File: src/rtl/core/tsg_pkg.sv
// shared types, symbol codes, register indexes and cordic constants for the turtle block
`timescale 1ns / 1ps
`default_nettype none
package tsg_pkg;

   // command characters
   localparam logic [7:0] SYM_MOVE  = 8'h46;
   localparam logic [7:0] SYM_LEFT  = 8'h2B;
   localparam logic [7:0] SYM_RIGHT = 8'h2D;
   localparam logic [7:0] SYM_PUSH  = 8'h5B;
   localparam logic [7:0] SYM_POP   = 8'h5D;

   // decoded operations
   localparam logic [2:0] OP_NONE  = 3'd0;
   localparam logic [2:0] OP_MOVE  = 3'd1;
   localparam logic [2:0] OP_LEFT  = 3'd2;
   localparam logic [2:0] OP_RIGHT = 3'd3;
   localparam logic [2:0] OP_PUSH  = 3'd4;
   localparam logic [2:0] OP_POP   = 3'd5;

   // register indexes
   localparam logic [2:0] REG_START_X       = 3'd0;
   localparam logic [2:0] REG_START_Y       = 3'd1;
   localparam logic [2:0] REG_START_HEADING = 3'd2;
   localparam logic [2:0] REG_STEP_LENGTH   = 3'd3;
   localparam logic [2:0] REG_TURN_STEP     = 3'd4;

   // result status codes
   localparam logic [1:0] STATUS_SEGMENT   = 2'd0;
   localparam logic [1:0] STATUS_OVERFLOW  = 2'd1;
   localparam logic [1:0] STATUS_UNDERFLOW = 2'd2;

   // widest angle the block supports
   localparam int MAX_ANGLE_BITS = 24;

   // cordic setup
   localparam int CORDIC_ITERS = 30;
   localparam logic signed [33:0] CORDIC_GAIN = 34'sd652032874;

   typedef struct packed {
      logic [2:0] op;
      logic       first;
   } q_entry_type;

   typedef struct packed {
      logic signed [31:0]         start_x;
      logic signed [31:0]         start_y;
      logic [MAX_ANGLE_BITS-1:0]  start_heading;
      logic [23:0]                step_length;
      logic [MAX_ANGLE_BITS-1:0]  turn_step;
   } cfg_type;

   // arctangent of 2^-i as a fraction of a full turn, 2^32 units
   function automatic logic signed [33:0] atan_entry(input logic [4:0] i);
      logic signed [33:0] v;
      case (i)
         5'd0:  v = 34'sh20000000;
         5'd1:  v = 34'sh12E4051E;
         5'd2:  v = 34'sh09FB385B;
         5'd3:  v = 34'sh051111D4;
         5'd4:  v = 34'sh028B0D43;
         5'd5:  v = 34'sh0145D7E1;
         5'd6:  v = 34'sh00A2F61E;
         5'd7:  v = 34'sh00517C55;
         5'd8:  v = 34'sh0028BE53;
         5'd9:  v = 34'sh00145F2F;
         5'd10: v = 34'sh000A2F98;
         5'd11: v = 34'sh000517CC;
         5'd12: v = 34'sh00028BE6;
         5'd13: v = 34'sh000145F3;
         5'd14: v = 34'sh0000A2FA;
         5'd15: v = 34'sh0000517D;
         5'd16: v = 34'sh000028BE;
         5'd17: v = 34'sh0000145F;
         5'd18: v = 34'sh00000A30;
         5'd19: v = 34'sh00000518;
         5'd20: v = 34'sh0000028C;
         5'd21: v = 34'sh00000146;
         5'd22: v = 34'sh000000A3;
         5'd23: v = 34'sh00000051;
         5'd24: v = 34'sh00000029;
         5'd25: v = 34'sh00000014;
         5'd26: v = 34'sh0000000A;
         5'd27: v = 34'sh00000005;
         5'd28: v = 34'sh00000003;
         5'd29: v = 34'sh00000001;
         default: v = 34'sh0;
      endcase
      return v;
   endfunction

endpackage
`default_nettype wire

File: src/rtl/core/tsg_front.sv
// front end: takes symbols, decodes them and queues the useful ones for the back end
`timescale 1ns / 1ps
`default_nettype none
module tsg_front (
   input  wire logic              clock,
   input  wire logic              reset,
   input  wire logic              req_valid,
   output logic                   req_ready,
   input  wire logic [7:0]        req_symbol,
   input  wire logic              req_first,
   output logic                   q_valid,
   output tsg_pkg::q_entry_type   q_entry,
   input  wire logic              q_pop
);
   import tsg_pkg::*;

   q_entry_type slot_ff [2];
   q_entry_type dec;
   logic        wr_ptr_ff, wr_ptr_in;
   logic        rd_ptr_ff, rd_ptr_in;
   logic [1:0]  fill_ff, fill_in;
   logic        push;

   // symbol decode
   always_comb begin
      dec.first = req_first;
      case (req_symbol)
         SYM_MOVE:  dec.op = OP_MOVE;
         SYM_LEFT:  dec.op = OP_LEFT;
         SYM_RIGHT: dec.op = OP_RIGHT;
         SYM_PUSH:  dec.op = OP_PUSH;
         SYM_POP:   dec.op = OP_POP;
         default:   dec.op = OP_NONE;
      endcase
   end

   // symbols with no effect are dropped here
   assign req_ready = (fill_ff != 2'd2);
   assign push      = req_valid && req_ready && ((dec.op != OP_NONE) || dec.first);
   assign q_valid   = (fill_ff != 2'd0);
   assign q_entry   = slot_ff[rd_ptr_ff];

   // queue pointers
   always_comb begin
      wr_ptr_in = push ? !wr_ptr_ff : wr_ptr_ff;
      rd_ptr_in = q_pop ? !rd_ptr_ff : rd_ptr_ff;
      fill_in   = fill_ff + {1'b0, push} - {1'b0, q_pop};
   end

   always_ff @(posedge clock) begin
      if (reset) begin
         wr_ptr_ff <= 1'b0;
         rd_ptr_ff <= 1'b0;
         fill_ff   <= 2'd0;
      end else begin
         wr_ptr_ff <= wr_ptr_in;
         rd_ptr_ff <= rd_ptr_in;
         fill_ff   <= fill_in;
      end
   end

   // queue storage
   always_ff @(posedge clock) begin
      if (push) begin
         slot_ff[wr_ptr_ff] <= dec;
      end
   end

endmodule
`default_nettype wire

File: config.mk
export PLATFORM = sky130hd
export DESIGN_NAME = tsg_front
export DESIGN_NICKNAME = d
export VERILOG_FILES = /design/src/rtl/core/tsg_pkg.sv /design/src/rtl/core/tsg_front.sv
export SDC_FILE = /design/constraint.sdc
export NUM_CORES = 1
export LEC_CHECK = 0
export ABC_AREA = 1
export ABC_CLOCK_PERIOD_IN_PS = 1500
export BUFFER_PORTS_ARGS = -buffer_cell sky130_fd_sc_hd__buf_2
export CORE_ASPECT_RATIO = 0.9
export CORE_UTILIZATION = 43
export CTS_BUF_LIST = sky130_fd_sc_hd__clkbuf_16
export DETAILED_ROUTE_END_ITERATION = 16
export HOLD_SLACK_MARGIN = 0.05
export PLACE_DENSITY_LB_ADDON = 0.05
export SYNTH_ARGS = -nofsm -noshare
export SYNTH_HDL_FRONTEND = slang
export SYNTH_SLANG_ARGS = --single-unit
File: constraint.sdc
create_clock -name clock -period 1.5 [get_ports clock]
set_input_delay 0.075 -clock clock [delete_from_list [all_inputs] [get_ports clock]]
set_output_delay 0.075 -clock clock [all_outputs]
set_load 0.01 [all_outputs]
# After elaboration in Yosys (flattened, before gate mapping)
# Memory sizes are Yosys's and may differ from the RTL's. A register that Yosys moved wholly into a read port is not among the register bits.
# Cells that the tools add are included.
[word_totals]
ff_bits = 4
mem_bits_rw = 8
in_bits = 13
elab_cells = 24
memories = 1
[memory_table]
columns = ["memory", "words", "width", "read_ports", "rd_ports_with_merged_regs", "write_ports", "line", "text"]
rows = [
  ["slot_ff", 2, 4, 1, 1, 1, "tsg_front.sv:17", "q_entry_type slot_ff [2];"],
]
[classes]
add_sub_neg = 2
n_eq_ne = 6
muxes = 5
n_reduce_logical = 7
[op_table]
columns = ["cell", "n"]
rows = [
  ["== test 8 x 7 -> 1 bit, second input constant", 3],
  ["== test 8 x 6 -> 1 bit, second input constant", 2],
  ["one-hot mux 3 bit (5 select lines)", 1],
  ["2-to-1 mux 1 bit", 4],
  ["nonzero test 3 bit", 1],
  ["adder 2 x 1 -> 2 bit", 1],
  ["logical AND 1 bit", 2],
  ["logical NOT 1 bit", 2],
  ["inequality test 2 bit, second input constant", 1],
  ["nonzero test 2 bit", 1],
  ["subtractor 2 x 1 -> 2 bit", 1],
  ["logical OR 1 bit", 1],
]

# Logic depth before layout (Yosys ltp)
# Gate-level depths: netlist (run 1).
[logic_depth]
word_depth = 7
ltp_mapped = 13

# Worst setup path before layout (run 1)
# OpenSTA, ideal clock, no wires.
[synth_path]
path_type = "register -> register"
startpoint = "register fill_ff[0]"
endpoint = "register fill_ff[1]"
setup_time_ps = 121
arrival_time_ps = 1387
required_ps = 1379
slack_ps = -8
stages_incl_launch_ff = 10
synth_period_minus_slack_ps = 1508
path_cell_list = "dfxtp_1 -> inv_1 -> a21boi_2 -> nand2_1 -> ha_1 -> inv_1 -> ha_1 -> xnor2_1 -> o21ai_0 -> a21oi_1"
[synth_via]
elab_chain_cells = 5
[synth_rtl]
columns = ["element", "line", "text"]
rows = [
  ["start: declaration", "tsg_front.sv:21", "logic [1:0] fill_ff, fill_in;"],
  ["start signal: assignment", "tsg_front.sv:58", "fill_ff <= fill_in;"],
  ["inequality test 2 bit", "tsg_front.sv:38", "assign req_ready = (fill_ff != 2'd2);"],
  ["logical AND 1 bit (2 in series)", "tsg_front.sv:39", "assign push = req_valid && req_ready && ((dec.op != OP_NONE) || dec.first);"],
  ["adder 2 x 1 -> 2 bit (*)", "tsg_front.sv:47", "fill_in = fill_ff + {1'b0, push} - {1'b0, q_pop};"],
  ["subtractor 2 x 1 -> 2 bit (*)", "tsg_front.sv:47", ""],
]
# Mark *: on every way between the ends. The rest lies on a longest branch, timed or not.
# A chain may end at the register's enable or synchronous reset.

# Final worst setup path (run 1)
# Ends and elaborated chain as after synthesis.

==> results of run 1 <==
[cell type report]
| type | instances | area (um^2) |
|---|---|---|
| Fill cell | 103 | 373 |
| Sequential cell | 13 | 342 |
| Timing Repair Buffer | 30 | 183 |
| Multi-Input combinational cell | 44 | 268 |
| Inverter | 12 | 45.0 |
| Tap cell | 14 | 17.5 |
| Clock buffer | 3 | 75.1 |
| Clock inverter | 1 | 3.75 |
[per-stage QoR]
step                instance area [um^2]   util
floorplan                            643      -
global placement                     803  0.615
detailed placement                   803  0.615
CTS                                  911  0.697
global route                         933  0.715
finish                               933  0.715
[where the power goes]
group | internal [uW] | leakage (uW) | switching, uW | total [uW]
Combinational | 112 | 0.000298 | 97.4 | 209
Clock | 350 | 0.0000423 | 130 | 479
Sequential | 408 | 0.000123 | 16.4 | 424
[flip-flops by register name, indices dropped and copies added, names as in the netlist, named ones only]
| name | flops |
|---|---|
| fill_ff | 2 |
| rd_ptr_ff | 1 |
| slot_ff | 8 |
| wr_ptr_ff | 1 |
[kinds of logic (layout without fill, tap and decap cells)]
family          after synthesis  after routing
mux                           4              4
compound gates                5              5
flops                        13             13
simple gates                 31             31
xor+xnor                      2              2
buf+inv                      12             46
fa+ha+maj                     2              2
[layer usage]
| metal | vias up | track usage | share of wire |
|---|---|---|---|
| met5 | - | 0 | 0 |
| li1 | 292 | - | - |
| met1 | 220 | 0.184 | 0.47 |
| met4 | 0 | 0.0938 | 0.0094 |
| met2 | 14 | 0.288 | 0.48 |
| met3 | 2 | 0.0421 | 0.045 |
[placed cells by master (no fill, tap or decap)]
cell type,Yosys,layout
nand2_1,10,10
dlygate4sd3_1,0,1
nand2_2,2,2
ha_2,0,1
dfxtp_2,0,1
nand4_1,2,2
mux2_2,4,4
inv_2,0,1
nor2_1,11,11
buf_4,0,11
xnor2_1,2,1
edfxtp_1,8,8
nor2_2,4,4
ha_1,2,1
o21ai_0,2,1
o21ai_1,0,1
dfxtp_1,5,4
buf_2,0,18
a21oi_1,2,2
clkbuf_16,0,3
xnor2_2,0,1
nand3_1,2,2
inv_1,12,12
a21boi_2,1,1
[worst paths after layout]
path / endpoint / depth (start not counted) / from
worst max-delay path: fill_ff[1] / 9 / fill_ff[0]
worst min-delay path: slot_ff[0][0] / 1 / req_first
worst min register to register: rd_ptr_ff / 2 / rd_ptr_ff
worst max register to register: fill_ff[1] / 9 / fill_ff[0]
[timing repair]
item | in CTS | in global routing
hold buffers | 1 | 0
pin swaps | 2 | 3
endpoints found under the setup margin | 1 | 1
hold endpoints to repair | 2 | 0
buffers inserted | 1 | 3
gates resized for setup | 4 | 0
==> metrics, run 1 <==
chip height 38.7 um; Area Growth Syn to Fin 45.1%; synth unique cells 15; Final Hold Vio Count 0; PortBufs 18; post-synth top area cell edfxtp_1; Post-Syn Area 643 um^2; Nets about 120; CTS tree yes; Final Wtd Congestion around 0.72; Area contributors post-synth edfxtp_1, dfxtp_1, inv_1; setup ws final -0.0424 ns; post-synth top area share 0.374; hold slack final about 0.074 ns; sequential share of the synthesized area 0.529; r2r setup slk -0.04 ns; Slowest-stage cell, CP dfxtp_2; most frequent cell after synthesis inv_1; Total Power around 1100 uW; wire per inst approximately 10 um; crit start category register; Final min period between 1.5 and 2 ns; Max Clock Freq 648 MHz; Routed Antenna Nets 0; crit-path max FO 2; Max VDD drop between 0.6 and 0.7 mV; Reg clk slew, reported paths around 0.040 ns; first-pass GRT wire length about 1900 um; Root Buffer clkbuf_16; chip width 42.8 um; Arr. time, crit path around 1.7 ns; class of the worst hold path primary input to register; Clock Path Buffers 2; Setup WS pre-CTS -0.142 ns; Top Ports 19; multiplexer share of the synthesized area 0.0700; Avg Inst Size Synth between 9 and 10 um^2; vias in the first global route approximately 490; Synth Area in Adders 0.0389; GRT Overall Usage 0.164; cells after synthesis 69; syn nets 84; DP Cell Count between 100 and 150; number of clock sinks 13; status complete, but fails checks; post-DR vias/cell ~4.5; diode count 0; full die area 1650 um^2; # Max-Cap Violations 0; Post-synth EDFFs 8; critical path type register to register; Worst EP required approximately 1.6 ns; leak pwr between 0.0004 and 0.0005 uW; Num CTS Buffers 3; asr flop ratio synth 0; post-synthesis simple-gate area fraction 0.216; vias approximately 530; setup TNS -0.0424 ns; RSZ-0062 raised after global routing true; crit-path leading delay family adder cells; Worst-Margin Slew between 0.2 and 0.25 ns; Clk Latency, worst-skew pair 0.23 ns; antenna violations before repair 0; GRT overflow 0; Worst Skew approximately 0.00073 ns; H-tree Lvls 1; DRC viols 0; Final setup viols 1; Starting Density 0.492; Power Density between 1000 and 1500 nW/um^2; Main synth FF type edfxtp_1; Max stage delay on crit path about 0.33 ns; fin. max-slew vios 0; Routed WL approximately 1200 um; failing checks setup timing; Cell Rows 12; Initial DRT Pass Iterations 4; WP buf/inv 2; XOR/XNOR share of the synthesized area 0.0272; Setup crit end kind register; Final Instance Count excl. Fillers between 100 and 150; Ys Warns 0; Core Area between 1000 and 1500 um^2; crit path cell chain inv_2, a21boi_2, nand2_1, ha_1, inv_1, ha_2, xnor2_2, o21ai_1, a21oi_1; layout cell share with drive strength beyond 1 0.456; compound-cell area share of the yosys netlist 0.0486; 1st-iter DRT viols 9; top cells by count, synth inv_1, nor2_1, nand2_1; Worst slew margin 0.840; final period utilization 1.03; largest net degree at the start of global routing 8; largest family of logic cells by synthesized area simple AND/OR/NAND/NOR gates; number of synthesized register bits 13; Post-DP HPWL 879 um
Power figures use the tool's default switching activity.
==> inputs of run 2 (changes only) <==
- CORE_ASPECT_RATIO: 0.9 -> 1.1
- CTS_CLUSTER_SIZE: default -> 12
- PLACE_DENSITY: default -> 0.79
- PLACE_DENSITY_LB_ADDON: 0.05 -> default
==> run 2 against run 1 <==
The run still ends with setup timing left. Hold slack lost 0.0081 ns. Flip-flop and latch count is the same. Combinational power grew 7%. Sequential share of layout area shrank 0.77 points. Die area is essentially flat. Clock-buffer cell count is the same. Via count grew 5.3%. Final area grew 2.1%. Final cell count grew 0.85%. Non-clock buffer count shrank 1. Power grew 1.4%. Sequential power is essentially flat. Highest routed layer unchanged.
==> metrics, run 2 (synthesized netlist as in run 1, its figures left out) <==
fin. max-slew vios 0 (unchanged); Num CTS Buffers 3 (unchanged); CTS tree yes; full die area 1650 um^2 (about the same); # Max-Cap Violations 0 (unchanged); Final setup viols 1 (unchanged); clock share of power 0.425 (-0.006); PortBufs 18 (unchanged); Routed Antenna Nets 0 (unchanged); largest net degree at the start of global routing 8 (unchanged); vias in the first global route 550 (+11%); GRT Overall Usage 0.190 (+0.0258); Final Hold Vio Count 0 (unchanged); Final Wtd Congestion 0.731 (+1.7%); Initial DRT Pass Iterations 3 (-1); Largest register FFs 8 (unchanged); critical path type register to register; Clk Latency, worst-skew pair 0.24 ns (about the same); switching portion of total power 0.223 (+0.00455); diode count 0 (unchanged); Routed WL 1260 um (+8.3%); Max Clock Freq 645 MHz (-0.55%); Worst EP required 1.62 ns (about the same); Comb pwr share 0.199 (+0.011); commonest non-fill, non-tap cell in the layout buf_2; failing checks setup timing; Starting Density 0.465 (-0.0276); Clock Path Buffers 2 (unchanged); FF-to-FF path depth 9 (unchanged); crit start category register; Net Switching 252 uW (+3.5%); Core Util, Final 0.689 (-0.0256); GRT overflow 0 (unchanged); biggest regs slot_ff: 8 flops, fill_ff: 2 flops; Setup crit end kind register; Final min period 1.55 ns (+0.00845 ns); DP Cell Count 109 (+0.93%); chip height 42.6 um (+10%); crit-path max FO 2 (unchanged); Reg clk slew, reported paths 0.04 ns (about the same); Total Power 1130 uW (+1.4%); Nets 118 (-0.84%); class of the worst hold path primary input to register; antenna violations before repair 0 (unchanged); Top Ports 19 (unchanged); chip width 38.9 um (-9.1%); most frequent cells in the layout buf_2, inv_1, nor2_1; Worst-Margin Slew 0.281 ns (+0.0416 ns); Max VDD drop 0.952 mV (+37%); H-tree Lvls 1 (unchanged); Power Density 1180 nW/um^2 (-0.69%); Worst Skew 0.00324 ns (+0.00251 ns); wire per inst 10.7 um (+7.4%); RSZ-0062 raised after global routing true; 1st-iter DRT viols 8 (-1); Core Area 1380 um^2 (+5.9%); Arr. time, crit path 1.67 ns (about the same); Worst Hold Depth 1 (unchanged); Cell Rows 14 (+2); vias 556 (+5.3%); Worst slew margin 0.811 (-0.0296); number of clock sinks 13 (unchanged); Final Instance Count excl. Fillers 118 (+0.85%); DRC viols 0 (unchanged); first-pass GRT wire length 2110 um (+9.7%); layout cell share with drive strength beyond 1 0.480 (+0.0241); status complete, but fails checks; Area Growth Syn to Fin 48.2%; Post-DP HPWL 933 um (+6.1%); Reg power frac 0.376 (-0.005); final period utilization 1.03 (+0.00564); Largest Register slot_ff; setup ws final -0.0509 ns (-0.00845 ns); leak pwr 0.000460 uW (-0.78%); Root Buffer clkbuf_16; Internal Power 877 uW (+0.85%); post-DR vias/cell 4.71 (+4.4%)
## run 2: cell count changes in the layout (fill, tap and decap cells not counted), sizes merged
cell  before  now
buf       29   28
## run 2: critical path: stages, from the launching register on
cell,delay (ns)
dfxtp_2,0.32
inv_2,0.04
a21boi_2,0.17
nand2_2,0.10
ha_4,0.29
inv_2,0.04
ha_4,0.15
xnor2_2,0.13
o21ai_1,0.13
a21oi_1,0.05
## run 2: power by group through the flow
| stage | clock, uW | sequential, uW | combinational, uW |
|---|---|---|---|
| 6_report | 480 | 425 | 224 |
| 3_5_place_dp | 0 | 429 | 173 |
| 2_1_floorplan | 0 | 425 | 99.9 |
| 4_1_cts | 485 | 425 | 204 |
| 3_3_place_gp | 0 | 427 | 166 |
| 5_1_grt | 501 | 428 | 251 |
## run 2: per-stage QoR
step	setup TNS, ns	area, um^2	hold WS (ns)	setup WS (ns)
6_report	-0.0509	953	0.0658	-0.0509
5_1_grt	-0.112	953	0.0650	-0.112
4_1_cts	-0.0308	928	0.0660	-0.0308
3_5_place_dp	-0.136	798	0.291	-0.136
3_3_place_gp	-0.0726	798	0.287	-0.0726
2_1_floorplan	0	643	0.146	0.00128
## run 2: area by class of cell
type	instances	area [um^2]
timing repair buffer	29	175
multi-input combinational	44	293
tap	16	20.0
fill	110	430
inverter	12	45.0
clock buffer	3	75.1
clock inverter	1	3.75
sequential	13	342
## run 2: worst paths after layout
path,from,end,slack [ns]
hold reg to reg,fill_ff[1],fill_ff[1],0.52
hold / removal,req_first,slot_ff[0][0],0.07
setup / recovery,fill_ff[0],fill_ff[1],-0.05
setup reg to reg,fill_ff[0],fill_ff[1],-0.05
## run 2: per-layer routing
layer / vias to the layer above / global-route usage / wire length [um]
li1: 289 / - / -
met1: 247 / 0.200 / 512
met2: 16 / 0.307 / 645
met3: 4 / 0.0745 / 71
met4: 0 / 0.110 / 34
met5: - / 0 / 0
## run 2: repair_timing
item	in CTS	in global routing
hold buffers	1	0
endpoints found under the hold margin	3	0
gates resized for setup	4	4
endpoints found under the setup margin	1	2
gates cloned	0	0
pin swaps	5	6
buffers inserted	4	0
==> inputs of run 3 (changes only) <==
- ABC_CLOCK_PERIOD_IN_PS: 1500 -> 1800
- CORE_AREA: default -> 2 2 39 41
- CORE_ASPECT_RATIO: 1.1 -> default
- CORE_UTILIZATION: 43 -> default
- DIE_AREA: default -> 0 0 41 43
- PLACE_DENSITY: 0.79 -> 0.83
- RECOVER_POWER: default -> 100
- clock period: 1.5 -> 1.8 ns (I/O delays scaled with it)
==> run 3 against run 2 <==
Non-clock buffer count fell by 11. Maximum frequency is 8.1% lower. Via count decreased by 5.8%. The run now ends clean. Clock power decreased by 16%. Sequential share of layout area rose by 5.3 points.
==> metrics, run 3 (synthesized netlist as in run 1, its figures left out) <==
status finished, final reports clean; Arr. time, crit path 1.81 ns (+0.14 ns); Routed Antenna Nets 0 (unchanged); Worst-Margin Slew 0.362 ns (+0.0817 ns); post-cts resize count 0 (-4); CTS tree yes; crit start category register; setup TNS 0 ns (+0.0509 ns); wire per inst 10.6 um (-0.98%); final period utilization 0.938 (-0.0962); Final min period 1.69 ns (+0.137 ns); Largest Register slot_ff; Num CTS Buffers 3 (unchanged); critical path type register to register; Root Buffer clkbuf_16; Final Hold Vio Count 0 (unchanged); Design Area, Final 828 um^2 (-13%); commonest non-fill, non-tap cell in the layout inv_1; Routed WL 1130 um (-10%); Initial DRT Pass Iterations 4 (+1); chip height 43 um (+1.0%); Area Growth Syn to Fin 28.8%; leak pwr 0.000390 uW (-15%); Top Ports 19 (unchanged); crit-path max FO 3 (+1); first-pass GRT wire length 1610 um (-24%); Setup WS pre-CTS 0.120 ns (+0.256 ns); Final Wtd Congestion 0.773 (+5.7%); Setup crit end kind register; Power Density 1070 nW/um^2 (-9.9%); diode count 0 (unchanged); Worst Skew 0.00309 ns (-0.000144 ns); RSZ-0062 raised after global routing false; Max VDD drop 0.494 mV (-48%); Worst EP required 1.92 ns (+0.30 ns); # Max-Cap Violations 0 (unchanged); GRT overflow 0 (unchanged); layout cell share with drive strength beyond 1 0.275 (-0.206); Clk Latency, worst-skew pair 0.24 ns (about the same); most frequent cells in the layout inv_1, nor2_1, buf_2; # Post-CTS Setup Buffers 0 (-4); largest net degree at the start of global routing 8 (unchanged); Largest register FFs 8 (unchanged); number of clock sinks 13 (unchanged); DP Area 753 um^2 (-5.6%); vias 524 (-5.8%); full die area 1760 um^2 (+6.6%); cts hold-fix bufs 0 (-1); DRC viols 0 (unchanged); Cell Rows 14 (unchanged); Max Clock Freq 592 MHz (-8.1%); class of the worst hold path primary input to register; Nets 107 (-9.3%); antenna violations before repair 0 (unchanged); Core Area 1380 um^2 (unchanged); vias in the first global route 408 (-26%); fin. max-slew vios 0 (unchanged); Reg clk slew, reported paths 0.04 ns (about the same); Final setup viols 0 (-1); Clock Path Buffers 2 (unchanged); chip width 41 um (+5.5%); setup ws final 0.112 ns (+0.163 ns); 1st-iter DRT viols 9 (+1); Worst slew margin 0.758 (-0.0534); PortBufs 18 (unchanged); Post-DP HPWL 767 um (-18%); post-DR vias/cell 4.90 (+3.9%); Starting Density 0.465 (unchanged); biggest regs slot_ff: 8 flops, fill_ff: 2 flops; GRT Overall Usage 0.142 (-0.0485); H-tree Lvls 1 (unchanged)
[run 3: cell type report]
type / count / area, um^2
clock inverters: 1 / 3.75
flip-flops and latches: 13 / 340
fillers: 117 / 556
repair buffers: 18 / 81.3
inverters: 12 / 45.0
well taps: 16 / 20.0
clock buffers: 3 / 75.1
multi-input cells: 44 / 263
[run 3: worst paths after layout]
path	start	slack, ns	endpoint	cells after the start
max	fill_ff[0]	0.11	fill_ff[1]	9
max reg2reg	fill_ff[0]	0.11	fill_ff[1]	9
min	reset	0.06	fill_ff[0]	2
min reg2reg	fill_ff[1]	0.52	fill_ff[1]	2
[run 3: metal layers]
| metal | wire [um] | global-route usage | vias up | share of wire |
|---|---|---|---|---|
| li1 | - | - | 266 | - |
| met3 | 63 | 0.0314 | 4 | 0.056 |
| met2 | 572 | 0.222 | 21 | 0.50 |
| met4 | 23 | 0.100 | 0 | 0.020 |
| met5 | 0 | 0 | - | 0 |
| met1 | 475 | 0.158 | 233 | 0.42 |
[run 3: report_power, final]
part | internal [uW] | total [uW] | switching [uW]
logic | 56.3 | 131 | 74.9
clock network | 292 | 401 | 109
registers | 339 | 352 | 12.9
total | 687 | 884 | 197
[run 3: stage by stage]
stage                     utilization  instances  power [uW]  hold slack, ns
after floorplan                     -         69         437           0.161
after detailed placement        0.544        103         483           0.307
after global routing            0.599        107         927          0.0650
after CTS                       0.601        107         891          0.0556
final                           0.599        107         884          0.0589
after global placement          0.544        103         478           0.297
[run 3: worst max-delay path, cell delays in order (launching register included)]
cell	delay, ns
dfxtp_1	0.33
inv_1	0.08
a21boi_2	0.17
nand2_1	0.10
ha_1	0.28
inv_1	0.04
ha_1	0.21
xnor2_2	0.16
o21ai_0	0.15
a21oi_1	0.06
